### src/design/rayl_sqrt.sv
// ----------------------------------------------------------------------------
// rayl_sqrt: pipelined integer square root of a 54-bit value
// one root bit per stage, floor result
// ----------------------------------------------------------------------------
module rayl_sqrt #(
  parameter int TW = 8
) (
  input  logic          clk,
  input  logic          rst_n,
  input  logic          ce,
  input  logic          vld_i,
  input  logic [53:0]   v_i,
  input  logic [TW-1:0] tag_i,
  output logic          vld_o,
  output logic [26:0]   root_o,
  output logic [TW-1:0] tag_o
);

  localparam int NS = 27;

  logic [NS-1:0] vld_r;
  logic [28:0]   rem_r [NS];
  logic [26:0]   root_r [NS];
  logic [53:0]   low_r [NS];
  logic [TW-1:0] tag_r [NS];

  for (genvar i = 0; i < NS; i++) begin : g_stg
    logic          vin;
    logic [28:0]   rem_in;
    logic [26:0]   root_in;
    logic [53:0]   low_in;
    logic [TW-1:0] tag_in;
    logic [30:0]   x;
    logic [30:0]   trial;
    logic          ge;

    if (i == 0) begin : g_first
      assign vin     = vld_i;
      assign rem_in  = '0;
      assign root_in = '0;
      assign low_in  = v_i;
      assign tag_in  = tag_i;
    end else begin : g_next
      assign vin     = vld_r[i-1];
      assign rem_in  = rem_r[i-1];
      assign root_in = root_r[i-1];
      assign low_in  = low_r[i-1];
      assign tag_in  = tag_r[i-1];
    end

    assign x     = {rem_in, low_in[53:52]};
    assign trial = {2'b00, root_in, 2'b01};
    assign ge    = x >= trial;

    always_ff @(posedge clk) begin
      if (!rst_n) begin
        vld_r[i] <= 1'b0;
      end else if (ce) begin
        vld_r[i] <= vin;
      end
    end

    always_ff @(posedge clk) begin
      if (ce) begin
        rem_r[i]  <= ge ? 29'(x - trial) : 29'(x);
        root_r[i] <= {root_in[25:0], ge};
        low_r[i]  <= low_in << 2;
        tag_r[i]  <= tag_in;
      end
    end
  end

  assign vld_o  = vld_r[NS-1];
  assign root_o = root_r[NS-1];
  assign tag_o  = tag_r[NS-1];

endmodule

### config.mk
export PLATFORM = sky130hd
export DESIGN_NAME = rayl_sqrt
export DESIGN_NICKNAME = d
export VERILOG_FILES = /design/src/design/rayl_sqrt.sv
export SDC_FILE = /design/constraint.sdc
export NUM_CORES = 2
export LEC_CHECK = 0
export ABC_AREA = 0
export BUFFER_PORTS_ARGS = -buffer_cell sky130_fd_sc_hd__buf_4
export CORE_ASPECT_RATIO = 1.75
export CORE_MARGIN = 1.5
export CORE_UTILIZATION = 35
export CTS_BUF_LIST = sky130_fd_sc_hd__clkbuf_16
export DETAILED_ROUTE_END_ITERATION = 12
export GPL_TIMING_DRIVEN = 0
export SLEW_MARGIN = 25
export SYNTH_ARGS = -nofsm -noshare
export SYNTH_HDL_FRONTEND = slang
export SYNTH_SLANG_ARGS = --single-unit
### constraint.sdc
create_clock -name clk -period 4.1 [get_ports clk]
set_input_delay 0.41 -clock clk [delete_from_list [all_inputs] [get_ports clk]]
set_output_delay 0.41 -clock clk [all_outputs]
set_load 0.02 [all_outputs]
Yosys cells after proc, flatten, opt, wreduce, memory -nomap -nowiden:

Memories as Yosys holds them, arrays and structs flattened.
Cells that the tools add are included.
W data, S select, Z words.

* $add $sub $neg: 27
* order comparisons: 27
* mux-type cells: 29

Operators by type and width (count)
* $ge A31 B29 Y1: 26
* $mux W29: 27
* $sub A29 B29 Y29: 26
* $sub A2 B1 Y3 const B: 1
* $ge A2 B1 Y1 const B: 1
* $mux W1: 2

* flip-flop bits (word level): 27
* memory bits (writable): 3132
* input bits: 66
* output and inout bits: 36
* logic and storage cells: 114
* memories: 4

Memories
* low_r: words 27, width 52, read ports 26, clocked after memory_dff 0, wr ports 27, line 24 `logic [53:0] low_r [NS];`
* rem_r: words 27, width 29, read ports 26, clocked after memory_dff 0, wr ports 27, line 22 `logic [28:0] rem_r [NS];`
* root_r: words 27, width 27, read ports 27, clocked after memory_dff 0, wr ports 27, line 23 `logic [26:0] root_r [NS];`
* tag_r: words 27, width 8, read ports 27, clocked after memory_dff 0, wr ports 27, line 25 `logic [TW-1:0] tag_r [NS];`

Logic depth before layout (Yosys ltp):

An unclocked memory read counts as a cell.

* depth in word-level cells: 3
* gate-level depth with buffers: 14
* mapped depth without buffers: 12

Worst setup path before layout:

Ideal clock, no wire load.

* path type: reg-to-reg
* from: memory rem_r[3][18], in the netlist rem_r[0][105]
* to: memory rem_r[4][22], in the netlist rem_r[0][138] (data pin)
* setup time: 0.271 ns
* arrival: 3.377 ns
* required time: 3.829 ns
* setup slack: 0.451 ns
* cell stages (with the launch flop): 11
* path buffers: 1
* period minus slack after synthesis: 3.649 ns
* cells stage by stage: edfxtp_1 or4_1 or4_1 or3_1 or4_4 or4b_4 buf_6 nand4_4 or3_4 nor4_1 xor2_1

RTL lines (line)
* from (decl): 22

==> results.yml <==
worst_setup_path:
  crit_buf_inv: 1
  cp.arrival_ns: 4.60
  rr_worst_depth: 11
  slowest_delay_ns: 0.68
  critical_path.endpoint_type: "flop"
  slowest_stage: "nor3_2"
  worstSetupPathDepth: 11
  path_class: "flop to flop"
  crit_family: "compound AO/OA/AOI/OAI gates"
  start_kind: "flop"
  cp_cell_sequence: "ha_1 > nand2_1 > nor3_2 > a211oi_2 > nor2b_1 > o211ai_1 > a21oi_1 > nor2b_2 > clkbuf_4 > a211oi_1 > xor2_1"
  worstPathRequired_ns: 4.64
  crit_fanout: 10
clock_network:
  cts_sinks: 2037
  insertion_delay_ns: 0.88
  clockRootBuffer: "clkbuf_16"
  numCtsBuffers: 204
  cts_buffer_depth: 4
  clk_pin_slew_worst_paths_ns: 0.06
  cts_max_level: 4
  cts_tree: "yes"
die:
  die_x_um: 387.8
  rows: 247
  io_pins: 102
  die-area_um2: 262200
  initial_utilization: 0.3514
  core_um2: 258100
  dieHeight_um: 676.3
sta:
  tightest_slew_ns: 1.201
  drv_slew: 0
  period_share: 0.9902
  rsz0062_at_grt: "false"
  max_slew_margin: 0.1920
  skew_ns: 0.07898
  setup_violations: 0
  final_hold_viol_count: 0
  finalCriticalPeriod_ns: 4.060
  setup_tns_ns: 0
  fmax_mhz: 246.3
route:
  drtIter0Drc: 2471
  ant_nets: 0
  via_count: 53656
  firstDrtPassIters: 5
  wire_per_inst_um: 19.89
  drt_wl_total_mm: 211.6
  viasPerCell: 5.043
  drc: 0
synth:
  synth.distinct_cells: 87
  ys_ff_latch: 2037
  synthArstFlopShare: 0
  synthFlopType: "edfxtp_1"
  synth_area_um2: 90670
  yosysTopAreaCellShare: 0.6657
  yosys-top-cells-area: "edfxtp_1 (67%), ha_1 (5.6%), xor2_1 (3.0%)"
  synth_edf_count: 2010
  synth_top_area_cell: "edfxtp_1"
  avgSynthCellArea_um2: 13.54
  ys_seq_area_frac: 0.6716
  synth_cells: 6698
  yosys_warnings: 0
  syn_nets: 7171
grt:
  track_usage: 0.1573
  grt-ovfl-total: 0
  grt_start_max_net_pins: 147
  grt_antenna_before_repair: 10
  grt_pass1_wl_mm: 314.2
  grt_pass1_vias: 57228
run:
  maxCapViolations: 0
min_path:
  min_path_type: "input pin to flop"
  hold_depth: 2
layout:
  final_common_cell: "edfxtp_1"
  drive_above_1_share: 0.08964
  fill_cells: 23640
  register_area_um2: 60900
  area_growth_pct: 14.78
  fin_cells: 10639
  final_nets: 7582
  multi_input_area_um2: 27820
  final_cell_mix: "edfxtp_1 (2,010), inv_1 (530), nor2_1 (464)"
placed_design:
  place_hpwl_mm: 156.3
  gp_congestion: 0.9705
  dp.cells: 10179
  port_buffers: 101
outcome:
  outcome: "finished, final reports clean"
pwr:
  power_mw: 55.82
  p_leak_nw: 38.95
  power.density_nw_per_um2: 536.3
  ir_worst_vdd_v: 0.0003777
==> kinds of logic (layout without fill, tap and decap cells) <==
family / Yosys count / in the layout / share of synthesized area
AO/OA/AOI/OAI: 1256 / 1256 / 0.08582
multiplexers: 101 / 101 / 0.01202
flip-flops: 2037 / 2037 / 0.6716
adder cells (fa/ha/maj): 407 / 407 / 0.05616
buffers and inverters: 619 / 1183 / 0.02585
AND/OR/NAND/NOR: 1680 / 1680 / 0.09082
XOR/XNOR: 597 / 597 / 0.05767
other: 1 / 17 / 0.00004136
==> per-stage QoR <==
| stage | utilization | instance area (um^2) | hold slack [ns] | worst slack [ns] |
|---|---|---|---|---|
| 2_1_floorplan | - | 90670 | 0.4003 | 0.4513 |
| 3_3_place_gp | 0.3706 | 95640 | 0.4002 | -16.34 |
| 3_5_place_dp | 0.3729 | 96220 | 0.4045 | -1.595 |
| 4_1_cts | 0.4026 | 103900 | 0.1845 | 0.004431 |
| 5_1_grt | 0.4033 | 104100 | 0.2147 | 0.0008695 |
| 6_report | 0.4033 | 104100 | 0.2593 | 0.04014 |
==> layout make-up <==
cell class	instances	share of cell area
clock buffers	205	0.04929
well taps	3361	0.04041
multi-input cells	4042	0.2673
clock inverters	154	0.01345
repair buffers	210	0.02076
inverters	496	0.01790
diodes	16	0.0003847
plain buffers	118	0.005302
flip-flops and latches	2037	0.5852
==> sequential cells by signal, indices dropped and copies added (netlist names) <==
signal     flops
low_r        702
rem_r        714
root_r       378
g_stg.vin     26
tag_r        216
vld_o          1
==> worst reg2reg max path, stage by stage (launching register included) <==
cell and delay (ns):
edfxtp_1 0.42, ha_1 0.40, nand2_1 0.18, nor3_2 0.68
a211oi_2 0.32, nor2b_1 0.26, o211ai_1 0.28, a21oi_1 0.34
nor2b_2 0.11, clkbuf_4 0.25, a211oi_1 0.38, xor2_1 0.11
==> cell usage after synthesis (17+ instances only) <==
master    instances
or4_1            52
nor4_1           69
a211oi_1         33
or3_1            66
a21o_1          147
nor2b_1          81
or2_2            28
o211ai_1         31
clkbuf_1        107
nand3_1          93
o21bai_1         36
inv_1           494
o21ai_0         354
and2_1           17
dfxtp_1          27
o21a_1           57
o31ai_1          31
nand4_1          65
xor2_1          309
mux2_2           63
nor2_1          466
nand2_1         430
nand2b_1         66
and3_1           19
ha_1            407
a31oi_1          35
mux2i_1          38
nor3_1          153
a21oi_1         380
edfxtp_1       2010
xnor2_1         288
==> timing repair <==
| action | CTS | global route |
|---|---|---|
| resized for setup | 78 | 40 |
| hold buffers | 66 | 0 |
| endpoints found under the hold margin | 148 | 0 |
| pin swaps | 7 | 2 |
| buffers inserted | 21 | 3 |
| setup endpoints to repair | 349 | 128 |
==> worst paths after layout <==
| kind | from | to | slack, ns |
|---|---|---|---|
| worst max-delay path | rem_r[1][152] | rem_r[1][200] | 0.04 |
| worst min-delay path | v_i[41] | low_r[0][41] | 0.26 |
| worst max register to register | rem_r[1][152] | rem_r[1][200] | 0.04 |
| worst min register to register | low_r[3][205] | low_r[4][51] | 0.38 |
==> metal layers <==
layer / vias up / wire length, um / GRT usage
met2: 1167 / 129200 / 0.3440
met1: 26092 / 54910 / 0.1027
met3: 739 / 5619 / 0.01975
li1: 25658 / - / -
met5: - / 0 / 0
met4: 0 / 21840 / 0.1472
==> power breakdown <==
part | internal [mW] | switching, mW | leakage (nW)
Sequential | 25.9 | 1.37 | 19.6
Clock | 10.5 | 8.07 | 3.29
Combinational | 4.00 | 5.99 | 16.1
Total | 40.4 | 15.4 | 39.0
Note: power is estimated with default switching activity, not from simulation.
